--- config.mk ---
export PLATFORM = sky130hd
export DESIGN_NAME = clock_synth_register_planner
export DESIGN_NICKNAME = d
export VERILOG_FILES = /design/src/design/csrp_pkg.sv /design/src/design/clock_synth_register_planner.sv /design/src/design/csrp_div.sv /design/src/design/csrp_front.sv /design/src/design/csrp_queue.sv /design/src/design/csrp_emit.sv
export SDC_FILE = /design/constraint.sdc
export NUM_CORES = 2
export LEC_CHECK = 0
export ABC_AREA = 1
export BUFFER_PORTS_ARGS = -buffer_cell sky130_fd_sc_hd__buf_2
export CAP_MARGIN = 25
export CORE_MARGIN = 1
export CORE_UTILIZATION = 55
export CTS_BUF_LIST = sky130_fd_sc_hd__clkbuf_16
export DETAILED_ROUTE_END_ITERATION = 12
export PLACE_DENSITY = 0.7
export SETUP_SLACK_MARGIN = 0.02
export SKIP_CTS_REPAIR_TIMING = 1
export SLEW_MARGIN = 20
export SYNTH_ARGS = -nofsm -noshare
export SYNTH_HDL_FRONTEND = slang
export SYNTH_SLANG_ARGS = --single-unit
--- constraint.sdc ---
create_clock -name clock -period 15.3 [get_ports clock]
set_input_delay 3.06 -clock clock [delete_from_list [all_inputs] [get_ports clock]]
set_output_delay 3.06 -clock clock [all_outputs]
set_load 0.1 [all_outputs]
--- src/design/csrp_pkg.sv ---
// ----------------------------------------------------------------------------
// csrp_pkg
// Shared types, constants and the byte packing function of the register
// planner.
// ----------------------------------------------------------------------------
`default_nettype none
package csrp_pkg;

   localparam int DIV_NUM_W = 46;
   localparam int DIV_DEN_W = 28;

   localparam logic [29:0] PLL_TARGET     = 30'd900000000;
   localparam logic [27:0] FREQ_MIN       = 28'd439454;
   localparam logic [27:0] FREQ_MAX       = 28'd150000000;
   localparam logic [7:0]  PLL_RESET_DATA = 8'hA0;
   localparam logic [17:0] P1_OFFSET      = 18'd512;
   localparam logic [4:0]  BEAT_LAST      = 5'd17;
   localparam logic [4:0]  BEAT_RESET     = 5'd16;

   localparam logic [2:0] CSR_XTAL      = 3'd0;
   localparam logic [2:0] CSR_PLL_BASE  = 3'd1;
   localparam logic [2:0] CSR_MS_BASE   = 3'd2;
   localparam logic [2:0] CSR_PLL_RESET = 3'd3;
   localparam logic [2:0] CSR_CLK_ADDR  = 3'd4;
   localparam logic [2:0] CSR_CLK_VALUE = 3'd5;

   typedef struct packed {
      logic [25:0] ref_clk_hz;
      logic [7:0]  pll_base_addr;
      logic [7:0]  ms_base_addr;
      logic [7:0]  pll_reset_addr;
      logic [7:0]  clk_ctrl_addr;
      logic [7:0]  clk_ctrl_value;
   } cfg_type;

   typedef struct packed {
      logic        bad;
      logic [2:0]  rcode;
      logic [17:0] pll_p1;
      logic [19:0] pll_p2;
      logic [17:0] ms_p1;
   } plan_type;

   function automatic logic [7:0] block_byte(input logic [2:0] idx, input logic [17:0] p1,
                                             input logic [19:0] p2, input logic [19:0] p3,
                                             input logic [2:0] rbits);
      logic [7:0] b;
      case (idx)
         3'd0: b = p3[15:8];
         3'd1: b = p3[7:0];
         3'd2: b = {1'b0, rbits, 2'b00, p1[17:16]};
         3'd3: b = p1[15:8];
         3'd4: b = p1[7:0];
         3'd5: b = {p3[19:16], p2[19:16]};
         3'd6: b = p2[15:8];
         default: b = p2[7:0];
      endcase
      return b;
   endfunction

endpackage
`default_nettype wire

--- src/design/clock_synth_register_planner.sv ---
// ----------------------------------------------------------------------------
// clock_synth_register_planner
// Turns a wanted frequency and R divider code into clock chip register writes.
// ----------------------------------------------------------------------------
// Usage: a request beat on req_ carries frequency and r_div_code. Each good
// request gives 18 rsp_ beats (eight PLL bytes, eight output divider bytes,
// PLL reset, clock control), rsp_tlast on the final one. An out-of-range
// frequency, or a crystal of zero, gives one beat with rsp_tuser set.
// The planner runs three divisions on one shared bit-serial divider; the
// split of 128*b by c is a shift and add. A finished plan, good or
// refused, is written into the queue, and its first rsp_ beat turns valid
// once the writer has popped it into its own beat register. The writer
// then sends one beat per cycle while rsp_tready is high. The planner takes
// no new request until it has queued the plan of the last one.
// A two-entry plan queue lets the planner go on with the next request while
// the receiver stalls; once the queue is full the planner holds its finished
// plan and req_tready stays low until the writer frees a slot. Reset clears
// all control state and loads the register defaults; csr_ writes take effect
// at once and belong in idle time.
// ----------------------------------------------------------------------------
`default_nettype none
module clock_synth_register_planner
   import csrp_pkg::*;
#(
   parameter int FRAC_BITS = 20
) (
   input  wire logic        clock,
   input  wire logic        reset,
   input  wire logic        req_tvalid,
   output logic             req_tready,
   input  wire logic [31:0] req_tdata,   // frequency[27:0], r_div_code[30:28]
   output logic             rsp_tvalid,
   input  wire logic        rsp_tready,
   output logic [15:0]      rsp_tdata,   // reg_addr[7:0], reg_data[15:8]
   output logic             rsp_tlast,
   output logic             rsp_tuser,   // bad_request
   input  wire logic        csr_we,
   input  wire logic [2:0]  csr_index,
   input  wire logic [25:0] csr_wdata
);

   cfg_type    cfg_ff, cfg_in;
   logic       push, q_full, q_empty, pop;
   plan_type   push_plan, q_head;
   logic [7:0] out_addr, out_data;

   always_comb begin
      cfg_in = cfg_ff;
      if (csr_we) begin
         case (csr_index)
            CSR_XTAL:      cfg_in.ref_clk_hz     = csr_wdata;
            CSR_PLL_BASE:  cfg_in.pll_base_addr  = csr_wdata[7:0];
            CSR_MS_BASE:   cfg_in.ms_base_addr   = csr_wdata[7:0];
            CSR_PLL_RESET: cfg_in.pll_reset_addr = csr_wdata[7:0];
            CSR_CLK_ADDR:  cfg_in.clk_ctrl_addr  = csr_wdata[7:0];
            CSR_CLK_VALUE: cfg_in.clk_ctrl_value = csr_wdata[7:0];
            default: ;
         endcase
      end
   end

   always_ff @(posedge clock) begin
      if (reset) begin
         cfg_ff.ref_clk_hz     <= 26'd25000000;
         cfg_ff.pll_base_addr  <= 8'd26;
         cfg_ff.ms_base_addr   <= 8'd42;
         cfg_ff.pll_reset_addr <= 8'd177;
         cfg_ff.clk_ctrl_addr  <= 8'd16;
         cfg_ff.clk_ctrl_value <= 8'h4F;
      end else begin
         cfg_ff <= cfg_in;
      end
   end

   csrp_front #(.FRAC_BITS(FRAC_BITS)) u_front (
      .clock     (clock),
      .reset     (reset),
      .cfg       (cfg_ff),
      .in_valid  (req_tvalid),
      .in_ready  (req_tready),
      .in_freq   (req_tdata[27:0]),
      .in_rcode  (req_tdata[30:28]),
      .push      (push),
      .push_plan (push_plan),
      .q_full    (q_full)
   );

   csrp_queue u_queue (
      .clock     (clock),
      .reset     (reset),
      .push      (push),
      .push_plan (push_plan),
      .full      (q_full),
      .pop       (pop),
      .empty     (q_empty),
      .head      (q_head)
   );

   csrp_emit #(.FRAC_BITS(FRAC_BITS)) u_emit (
      .clock     (clock),
      .reset     (reset),
      .cfg       (cfg_ff),
      .q_empty   (q_empty),
      .q_head    (q_head),
      .pop       (pop),
      .out_valid (rsp_tvalid),
      .out_ready (rsp_tready),
      .out_addr  (out_addr),
      .out_data  (out_data),
      .out_last  (rsp_tlast),
      .out_bad   (rsp_tuser)
   );

   assign rsp_tdata = {out_data, out_addr};

endmodule
`default_nettype wire

--- src/design/csrp_div.sv ---
// ----------------------------------------------------------------------------
// csrp_div
// Restoring unsigned divider, one quotient bit per cycle.
// ----------------------------------------------------------------------------
`default_nettype none
module csrp_div
   import csrp_pkg::*;
(
   input  wire logic                 clock,
   input  wire logic                 reset,
   input  wire logic                 start,
   input  wire logic [DIV_NUM_W-1:0] numer,
   input  wire logic [DIV_DEN_W-1:0] denom,
   output logic                      done,
   output logic [DIV_NUM_W-1:0]      quotient,
   output logic [DIV_DEN_W-1:0]      remainder
);

   logic [DIV_NUM_W-1:0] quo_ff, quo_in;
   logic [DIV_DEN_W-1:0] rem_ff, rem_in, den_ff, den_in;
   logic [5:0]           cnt_ff, cnt_in;
   logic                 busy_ff, busy_in, done_ff, done_in;
   logic [DIV_DEN_W:0]   trial;
   logic [DIV_DEN_W+1:0] diff;
   logic                 ge;

   assign trial = {rem_ff, quo_ff[DIV_NUM_W-1]};
   assign diff  = {1'b0, trial} - {2'b00, den_ff};
   assign ge    = ~diff[DIV_DEN_W+1];

   always_comb begin
      quo_in  = quo_ff;
      rem_in  = rem_ff;
      den_in  = den_ff;
      cnt_in  = cnt_ff;
      busy_in = busy_ff;
      done_in = 1'b0;
      if (start) begin
         quo_in  = numer;
         rem_in  = '0;
         den_in  = denom;
         cnt_in  = 6'(DIV_NUM_W);
         busy_in = 1'b1;
      end else if (busy_ff) begin
         quo_in = {quo_ff[DIV_NUM_W-2:0], ge};
         rem_in = ge ? diff[DIV_DEN_W-1:0] : trial[DIV_DEN_W-1:0];
         cnt_in = cnt_ff - 6'd1;
         if (cnt_ff == 6'd1) begin
            busy_in = 1'b0;
            done_in = 1'b1;
         end
      end
   end

   always_ff @(posedge clock) begin
      if (reset) begin
         busy_ff <= 1'b0;
         done_ff <= 1'b0;
         cnt_ff  <= '0;
      end else begin
         busy_ff <= busy_in;
         done_ff <= done_in;
         cnt_ff  <= cnt_in;
      end
      quo_ff <= quo_in;
      rem_ff <= rem_in;
      den_ff <= den_in;
   end

   assign done      = done_ff;
   assign quotient  = quo_ff;
   assign remainder = rem_ff;

endmodule
`default_nettype wire

--- src/design/csrp_front.sv ---
// ----------------------------------------------------------------------------
// csrp_front
// Accepts requests, checks range and works out the divider and PLL plan.
// ----------------------------------------------------------------------------
`default_nettype none
module csrp_front
   import csrp_pkg::*;
#(
   parameter int FRAC_BITS = 20
) (
   input  wire logic        clock,
   input  wire logic        reset,
   input  wire cfg_type     cfg,
   input  wire logic        in_valid,
   output logic             in_ready,
   input  wire logic [27:0] in_freq,
   input  wire logic [2:0]  in_rcode,
   output logic             push,
   output plan_type         push_plan,
   input  wire logic        q_full
);

   localparam logic [19:0] DENOM = 20'((64'd1 << FRAC_BITS) - 64'd1);

   localparam logic [2:0] S_IDLE = 3'd0;
   localparam logic [2:0] S_D0   = 3'd1;
   localparam logic [2:0] S_MUL  = 3'd2;
   localparam logic [2:0] S_D1   = 3'd3;
   localparam logic [2:0] S_MUL2 = 3'd4;
   localparam logic [2:0] S_D2   = 3'd5;
   localparam logic [2:0] S_D3   = 3'd6;
   localparam logic [2:0] S_DONE = 3'd7;

   logic [2:0]           state_ff, state_in;
   logic                 wait_ff, wait_in;
   logic [27:0]          freq_ff, freq_in;
   logic [2:0]           rcode_ff, rcode_in;
   logic                 bad_ff, bad_in;
   logic [11:0]          dvd_ff, dvd_in;
   logic [45:0]          wide_ff, wide_in;
   logic [10:0]          mult_ff, mult_in;
   logic [25:0]          rem_ff, rem_in;
   logic [FRAC_BITS-1:0] num_ff, num_in;
   logic [6:0]           frac_ff, frac_in;
   logic [19:0]          p2_ff, p2_in;

   logic                 div_start, div_done;
   logic [DIV_NUM_W-1:0] div_numer, div_quo;
   logic [DIV_DEN_W-1:0] div_denom, div_rem;
   logic [39:0]          mul_w;
   logic [45:0]          mul2_w;
   logic [FRAC_BITS+6:0] fx_w;
   logic [FRAC_BITS:0]   fr0_w, fden_w;
   logic                 fr_ge;

   csrp_div u_div (
      .clock     (clock),
      .reset     (reset),
      .start     (div_start),
      .numer     (div_numer),
      .denom     (div_denom),
      .done      (div_done),
      .quotient  (div_quo),
      .remainder (div_rem)
   );

   assign mul_w  = dvd_ff * freq_ff;
   assign mul2_w = rem_ff * DENOM;

   // 128*b split by 2^k-1: high part plus low part, one correction step
   assign fx_w   = {num_ff, 7'd0};
   assign fden_w = {1'b0, {FRAC_BITS{1'b1}}};
   assign fr0_w  = {1'b0, fx_w[FRAC_BITS-1:0]} +
                   (FRAC_BITS+1)'(fx_w[FRAC_BITS+6:FRAC_BITS]);
   assign fr_ge  = (fr0_w >= fden_w);

   always_comb begin
      case (state_ff)
         S_D1, S_D2: begin
            div_numer = wide_ff;
            div_denom = {2'b00, cfg.ref_clk_hz};
         end
         default: begin
            div_numer = {16'd0, PLL_TARGET};
            div_denom = freq_ff;
         end
      endcase
   end

   always_comb begin
      state_in  = state_ff;
      wait_in   = wait_ff;
      freq_in   = freq_ff;
      rcode_in  = rcode_ff;
      bad_in    = bad_ff;
      dvd_in    = dvd_ff;
      wide_in   = wide_ff;
      mult_in   = mult_ff;
      rem_in    = rem_ff;
      num_in    = num_ff;
      frac_in   = frac_ff;
      p2_in     = p2_ff;
      div_start = 1'b0;
      push      = 1'b0;
      case (state_ff)
         S_IDLE: begin
            if (in_valid) begin
               freq_in  = in_freq;
               rcode_in = in_rcode;
               bad_in   = (in_freq < FREQ_MIN) || (in_freq > FREQ_MAX) ||
                          (cfg.ref_clk_hz == 26'd0);
               wait_in  = 1'b0;
               state_in = bad_in ? S_DONE : S_D0;
            end
         end
         S_MUL: begin
            wide_in  = {16'd0, mul_w[29:0]};
            state_in = S_D1;
         end
         S_MUL2: begin
            wide_in  = mul2_w;
            state_in = S_D2;
         end
         S_D3: begin
            frac_in  = fx_w[FRAC_BITS+6:FRAC_BITS] + {6'd0, fr_ge};
            p2_in    = 20'(fr_ge ? fr0_w - fden_w : fr0_w);
            state_in = S_DONE;
         end
         S_DONE: begin
            if (!q_full) begin
               push     = 1'b1;
               state_in = S_IDLE;
            end
         end
         default: begin
            if (!wait_ff) begin
               div_start = 1'b1;
               wait_in   = 1'b1;
            end else if (div_done) begin
               wait_in = 1'b0;
               case (state_ff)
                  S_D0: begin
                     dvd_in   = div_quo[11:0] & 12'hFFE;
                     state_in = S_MUL;
                  end
                  S_D1: begin
                     mult_in  = div_quo[10:0];
                     rem_in   = div_rem[25:0];
                     state_in = S_MUL2;
                  end
                  default: begin
                     num_in   = div_quo[FRAC_BITS-1:0];
                     state_in = S_D3;
                  end
               endcase
            end
         end
      endcase
   end

   assign in_ready         = (state_ff == S_IDLE);
   assign push_plan.bad    = bad_ff;
   assign push_plan.rcode  = rcode_ff;
   assign push_plan.pll_p1 = {mult_ff, 7'd0} + {11'd0, frac_ff} - P1_OFFSET;
   assign push_plan.pll_p2 = p2_ff;
   assign push_plan.ms_p1  = {dvd_ff[10:0], 7'd0} - P1_OFFSET;

   always_ff @(posedge clock) begin
      if (reset) begin
         state_ff <= S_IDLE;
         wait_ff  <= 1'b0;
      end else begin
         state_ff <= state_in;
         wait_ff  <= wait_in;
      end
      freq_ff  <= freq_in;
      rcode_ff <= rcode_in;
      bad_ff   <= bad_in;
      dvd_ff   <= dvd_in;
      wide_ff  <= wide_in;
      mult_ff  <= mult_in;
      rem_ff   <= rem_in;
      num_ff   <= num_in;
      frac_ff  <= frac_in;
      p2_ff    <= p2_in;
   end

endmodule
`default_nettype wire

--- src/design/csrp_queue.sv ---
// ----------------------------------------------------------------------------
// csrp_queue
// Two-entry queue of finished plans between the planner and the writer.
// ----------------------------------------------------------------------------
`default_nettype none
module csrp_queue
   import csrp_pkg::*;
(
   input  wire logic     clock,
   input  wire logic     reset,
   input  wire logic     push,
   input  wire plan_type push_plan,
   output logic          full,
   input  wire logic     pop,
   output logic          empty,
   output plan_type      head
);

   plan_type   mem_ff [2];
   logic       wr_ff, wr_in, rd_ff, rd_in;
   logic [1:0] cnt_ff, cnt_in;

   assign full  = (cnt_ff == 2'd2);
   assign empty = (cnt_ff == 2'd0);
   assign head  = mem_ff[rd_ff];

   always_comb begin
      wr_in  = wr_ff ^ push;
      rd_in  = rd_ff ^ pop;
      cnt_in = cnt_ff + {1'b0, push} - {1'b0, pop};
   end

   always_ff @(posedge clock) begin
      if (reset) begin
         wr_ff  <= 1'b0;
         rd_ff  <= 1'b0;
         cnt_ff <= '0;
      end else begin
         wr_ff  <= wr_in;
         rd_ff  <= rd_in;
         cnt_ff <= cnt_in;
      end
      if (push) begin
         mem_ff[wr_ff] <= push_plan;
      end
   end

endmodule
`default_nettype wire

--- src/design/csrp_emit.sv ---
// ----------------------------------------------------------------------------
// csrp_emit
// Takes plans from the queue and sends the register write beats in order.
// ----------------------------------------------------------------------------
`default_nettype none
module csrp_emit
   import csrp_pkg::*;
#(
   parameter int FRAC_BITS = 20
) (
   input  wire logic     clock,
   input  wire logic     reset,
   input  wire cfg_type  cfg,
   input  wire logic     q_empty,
   input  wire plan_type q_head,
   output logic          pop,
   output logic          out_valid,
   input  wire logic     out_ready,
   output logic [7:0]    out_addr,
   output logic [7:0]    out_data,
   output logic          out_last,
   output logic          out_bad
);

   localparam logic [19:0] DENOM = 20'((64'd1 << FRAC_BITS) - 64'd1);

   plan_type   cur_ff, cur_in;
   logic       have_ff, have_in;
   logic [4:0] beat_ff, beat_in;
   logic       fire;

   assign fire     = have_ff && out_ready;
   assign out_last = cur_ff.bad || (beat_ff == BEAT_LAST);
   assign out_bad  = cur_ff.bad;
   assign pop      = !q_empty && (!have_ff || (fire && out_last));

   always_comb begin
      if (cur_ff.bad) begin
         out_addr = 8'd0;
         out_data = 8'd0;
      end else if (beat_ff[4:3] == 2'b00) begin
         out_addr = cfg.pll_base_addr + {5'd0, beat_ff[2:0]};
         out_data = block_byte(beat_ff[2:0], cur_ff.pll_p1, cur_ff.pll_p2, DENOM, 3'd0);
      end else if (beat_ff[4:3] == 2'b01) begin
         out_addr = cfg.ms_base_addr + {5'd0, beat_ff[2:0]};
         out_data = block_byte(beat_ff[2:0], cur_ff.ms_p1, 20'd0, 20'd1, cur_ff.rcode);
      end else if (beat_ff == BEAT_RESET) begin
         out_addr = cfg.pll_reset_addr;
         out_data = PLL_RESET_DATA;
      end else begin
         out_addr = cfg.clk_ctrl_addr;
         out_data = cfg.clk_ctrl_value;
      end
   end

   always_comb begin
      cur_in  = cur_ff;
      have_in = have_ff;
      beat_in = beat_ff;
      if (fire) begin
         beat_in = beat_ff + 5'd1;
         if (out_last) begin
            have_in = 1'b0;
         end
      end
      if (pop) begin
         cur_in  = q_head;
         have_in = 1'b1;
         beat_in = '0;
      end
   end

   assign out_valid = have_ff;

   always_ff @(posedge clock) begin
      if (reset) begin
         have_ff <= 1'b0;
         beat_ff <= '0;
      end else begin
         have_ff <= have_in;
         beat_ff <= beat_in;
      end
      cur_ff <= cur_in;
   end

endmodule
`default_nettype wire

==> results <==
- For this run, design rule violations remaining after detail routing come to 0.
- Measured on the finished design, the core utilization comes to 0.6004.
- The worst pin sits at a relative slew slack of 0.3345.
- For the worst setup path, the data required time is 12.24 ns.
- The largest stage delay on the critical path is 0.68 ns.
- The critical path capture point type is an output pin.
- The placeable core region is roughly 0.074 mm².
- The first global-routing pass estimated 175100 µm of wire.
- The number of nets in the final layout is between 5000 and 6000.
- The leakage dissipation is 21.22 nW.
- The worst min-delay path class is register to register.
- The clock network fraction of design power is 0.187.
- The post-synthesis to final-layout area growth is 8.070%.
- The startpoint of the lowest-slack hold path is u_front.p2_ff[10].
- The average routed wire per standard cell is 19.76 µm.
- The count of pins over their slew limit is 0.
- The clock root buffer master is sky130_fd_sc_hd__clkbuf_16.
- The tool flagged a number of max-cap violations equal to 0.
- The clock arrives with between 0.04 and 0.05 ns of skew.
- For the pin with the worst max-slew slack, the measured transition is about 1 ns.
- Summed over all nets, the switching power comes to 3.365 mW.
- Counting flops and latches in the post-synthesis netlist gives 515.
- The critical path goes through inv_1 > ha_1 > nand3_1 > inv_1 > nor2_1 > o21ai_0 > a211oi_1 > buf_2.
- Across all layers, the routed design uses a little over 30000 vias.
- Port buffering added 84 buffers.
- The total overflow reported by the global router is 0.
- The total routing resource utilization after global routing is 0.3042.
- Setup violations remaining at the end of the flow were counted as 0.
- The launching point of the worst reg2reg path is u_front.rem_ff[7].
- The number of placed instances with taps included is 5608.
- The final layout contains routed wiring with a total length of 113000 µm.
- A synthesized cell averages around 8.9 µm².
- The synthesized cell area is around 0.041 mm².
- The worst path in the final design needs a cycle of 6.966 ns, including I/O delays and setup.
- The run finished with clean final reports.
- Counting cells, the worst reg-to-reg path comes to 23.
- The maximum fanout along the worst path is 12.
- In the synthesized netlist the async set-or-reset flop fraction comes to 0.
- The die outline width is 276.0 µm.
- The highest clock rate is 0.1436 GHz.
- For the worst-skew pair, the clock arrives at the later sink with an insertion delay of 0.65 ns.
- The path with the worst hold slack has its endpoint at u_queue.mem_ff[0][28].
- The number of flops mapped to enable cells by yosys is 399.
- At the end of routability-driven placement, the weighted congestion stood at 0.9517.
- The switching share of power is 0.4590.
- The post-CTS clock slew at the launch and capture registers of the worst setup and hold paths is 0.06 ns.
- The total clock sinks is 515.
- During synthesis, Yosys emitted a total of 0 warnings.
- The share of power burned in registers is 0.284.
- Setup repair after global routing left no endpoint under its margin.
- Counting instances, the worst hold path has a depth of 0.
- The violation count after the first detailed-route iteration is ~2700.
- Of the total power, combinational logic draws 0.529.
- In this run the remaining antenna-violating nets after routing total 0.
- The final number of hold-violating endpoints was 0.
- After floorplanning, the core was divided into 100 placement rows.
- The TritonCTS buffer count is 55.
- The worst vdd rail ir drop is 0.1667 mV.
- The maximum count of clock buffers along a single path is 3.
- Once layout is complete, the cells apart from fillers number 5716.
- The first TritonRoute pass finished after 6 iterations.
- The critical path launch point type is a register.
- From bottom edge to top edge, the die measures 276.0 µm.
- The initial antenna violation count was 1.
- The number of nets in the synthesized netlist is 5401.
- In the final timing run, aggregate negative setup slack is 0 ns.
- In the finished design, the share of the clock period the worst path needs comes to 0.4553.
- Of the synthesized area, sequential elements account for 0.3464.
- 86 I/O pins were placed.
- The library cells used most frequently in the layout, excluding fill and tap cells, are sky130_fd_sc_hd__nand2_1, sky130_fd_sc_hd__inv_1, sky130_fd_sc_hd__fa_1, sky130_fd_sc_hd__edfxtp_1, sky130_fd_sc_hd__nor2_1.
- For the worst setup path, the data arrival time is approximately 3.9 ns.
- The worst setup path is of the register to output pin kind.
- The worst reg-to-reg setup slack is roughly 8.5 ns.
- The internal power component is 3.966 mW.
- Among all flip-flop cells after synthesis, the most frequent one is sky130_fd_sc_hd__edfxtp_1.
- The average via count per standard cell is 5.448.
- The initial standard-cell utilization of the core is 0.5555.
- The clock tree from TritonCTS is done.
- In this design, the critical path's most frequently occurring cell is sky130_fd_sc_hd__inv_1.
- The total power per unit cell area is 164.3 mW/mm².
- The detailed placement HPWL is roughly 90000 µm.
- The largest net degree at the start of global routing is 74.
- The overall die area is 0.07617 mm².
- The number of global-route vias before repair was 30560.
- After technology mapping, the gate count stands at 4648.
- The number of H-tree levels is 2.
- In this run, distinct cell masters in the synthesized netlist total 55.
- The destination of the worst register-to-register timing path is u_front.wide_ff[35].
- The cell with the largest stage delay on the worst path is sky130_fd_sc_hd__a211oi_1.
- The share of post-route cells with drive strength above 1 is 0.05563.
- The commonest non-fill, non-tap cell in the layout is sky130_fd_sc_hd__nand2_1.
==> critical path: cells and delay by family (launching register included) <==
kind	cells	cell delay, ns
buf+inv	3	1.08
flops	1	0.57
compound gates	2	0.80
simple gates	2	0.56
fa+ha+maj	1	0.24
==> kinds of logic (layout without fill, tap and decap cells) <==
family                     Yosys count  after routing  synth area share
and+or+nand+nor                   1864           1864            0.1855
xor gates and xnor gates            63             63           0.01336
other                                0              1                 0
AOI/OAI and AO/OA                  479            479           0.06752
adders and majority gates          687            687            0.2913
buffers and inverters             1040           1138           0.09591
DFF                                515            515            0.3464
==> per-stage QoR <==
stage	hold WS, ns	area [µm²]	setup slack, ns	total power, mW
6_report	0.4267	44620	8.334	7.331
3_5_place_dp	0.4298	42660	8.557	5.906
4_1_cts	0.4225	44530	8.502	7.300
5_1_grt	0.4304	44620	8.150	7.873
2_1_floorplan	0.4215	41290	7.883	4.647
3_3_place_gp	0.4241	42660	8.581	5.853
==> state kept, by name, summed over array words and instances (netlist names), 2 cells and up <==
| name | flops |
|---|---|
| u_emit.cur_ff | 50 |
| u_emit.beat_ff | 5 |
| u_front.state_ff | 3 |
| u_front.p2_ff | 20 |
| u_front.rcode_ff | 3 |
| u_front.rem_ff | 26 |
| u_front.mult_ff | 11 |
| u_front.u_div.den_ff | 28 |
| u_front.wide_ff | 46 |
| u_front.frac_ff | 6 |
| u_front.freq_ff | 28 |
| u_front.dvd_ff | 11 |
| u_queue.mem_ff | 102 |
| u_front.num_ff | 20 |
| u_front.u_div.remainder | 28 |
| u_front.u_div.cnt_ff | 6 |
| u_front.u_div.quotient | 46 |
| u_queue.cnt_ff | 2 |
| cfg_ff | 66 |
==> worst max path at each step <==
stage | from | endpoint | cells past startpoint
after floorplan | u_emit.beat_ff[1] | rsp_tdata[15] | 8
after global placement | u_front.rem_ff[7] | u_front.wide_ff[35] | 23
after detailed placement | u_front.rem_ff[7] | u_front.wide_ff[35] | 23
after CTS | u_emit.beat_ff[1] | rsp_tdata[6] | 8
after global routing | u_front.rem_ff[7] | u_front.wide_ff[35] | 23
final | u_emit.beat_ff[1] | rsp_tdata[6] | 8
==> power groups by stage <==
stage	Clock [mW]	Sequential, mW	Combinational [mW]
3_3_place_gp	0	2.10	3.75
4_1_cts	1.39	2.08	3.83
5_1_grt	1.44	2.10	4.33
6_report	1.37	2.08	3.88
3_5_place_dp	0	2.10	3.80
2_1_floorplan	0	2.03	2.62
==> area by class of cell <==
cell class	instances	area [µm²]
clock buffer	56	1401
inverter	921	3457
sequential	515	14310
timing repair buffer	114	705.7
fill	6365	29700
multi-input combinational	3093	23070
clock inverter	47	464.2
antenna	1	2.502
tap	969	1212
==> synthesized netlist by cell type, types with 3 or more instances <==
cell type,count,share of area
sky130_fd_sc_hd__a211oi_1,7,0.0013
sky130_fd_sc_hd__a21boi_0,6,0.0011
sky130_fd_sc_hd__a21o_1,9,0.0016
sky130_fd_sc_hd__a21oi_1,183,0.022
sky130_fd_sc_hd__a21oi_2,3,0.00064
sky130_fd_sc_hd__a221oi_1,6,0.0013
sky130_fd_sc_hd__a22o_1,38,0.0081
sky130_fd_sc_hd__a31oi_1,5,0.00076
sky130_fd_sc_hd__buf_1,15,0.0014
sky130_fd_sc_hd__buf_2,27,0.0033
sky130_fd_sc_hd__buf_6,3,0.00082
sky130_fd_sc_hd__clkbuf_1,74,0.0067
sky130_fd_sc_hd__clkinv_1,7,0.00064
sky130_fd_sc_hd__dfxtp_1,116,0.056
sky130_fd_sc_hd__edfxtp_1,399,0.29
sky130_fd_sc_hd__fa_1,457,0.22
sky130_fd_sc_hd__ha_1,230,0.070
sky130_fd_sc_hd__inv_1,906,0.082
sky130_fd_sc_hd__inv_2,8,0.00073
sky130_fd_sc_hd__nand2_1,1159,0.11
sky130_fd_sc_hd__nand2_2,6,0.00091
sky130_fd_sc_hd__nand3_1,208,0.025
sky130_fd_sc_hd__nand3b_1,22,0.0040
sky130_fd_sc_hd__nand4_1,34,0.0052
sky130_fd_sc_hd__nor2_1,352,0.032
sky130_fd_sc_hd__nor2_2,10,0.0015
sky130_fd_sc_hd__nor2_4,3,0.00082
sky130_fd_sc_hd__nor3_1,39,0.0047
sky130_fd_sc_hd__nor4_1,7,0.0011
sky130_fd_sc_hd__o211ai_1,6,0.0011
sky130_fd_sc_hd__o21a_1,3,0.00055
sky130_fd_sc_hd__o21ai_0,156,0.019
sky130_fd_sc_hd__o21ai_1,21,0.0025
sky130_fd_sc_hd__o21bai_1,16,0.0029
sky130_fd_sc_hd__o22a_1,12,0.0025
sky130_fd_sc_hd__or2_2,8,0.0012
sky130_fd_sc_hd__xnor2_1,28,0.0059
sky130_fd_sc_hd__xor2_1,35,0.0074
==> routing by layer <==
metal,global-route usage,routed length (µm),part of all wire,vias up
met5,0,0,0,-
met4,0.1239,4973,0.044,0
met3,0.04309,8100,0.072,196
met2,0.4995,53610,0.47,1161
met1,0.4074,46270,0.41,15070
li1,-,-,-,14710
No activity file was read; power rests on OpenSTA's default activity.
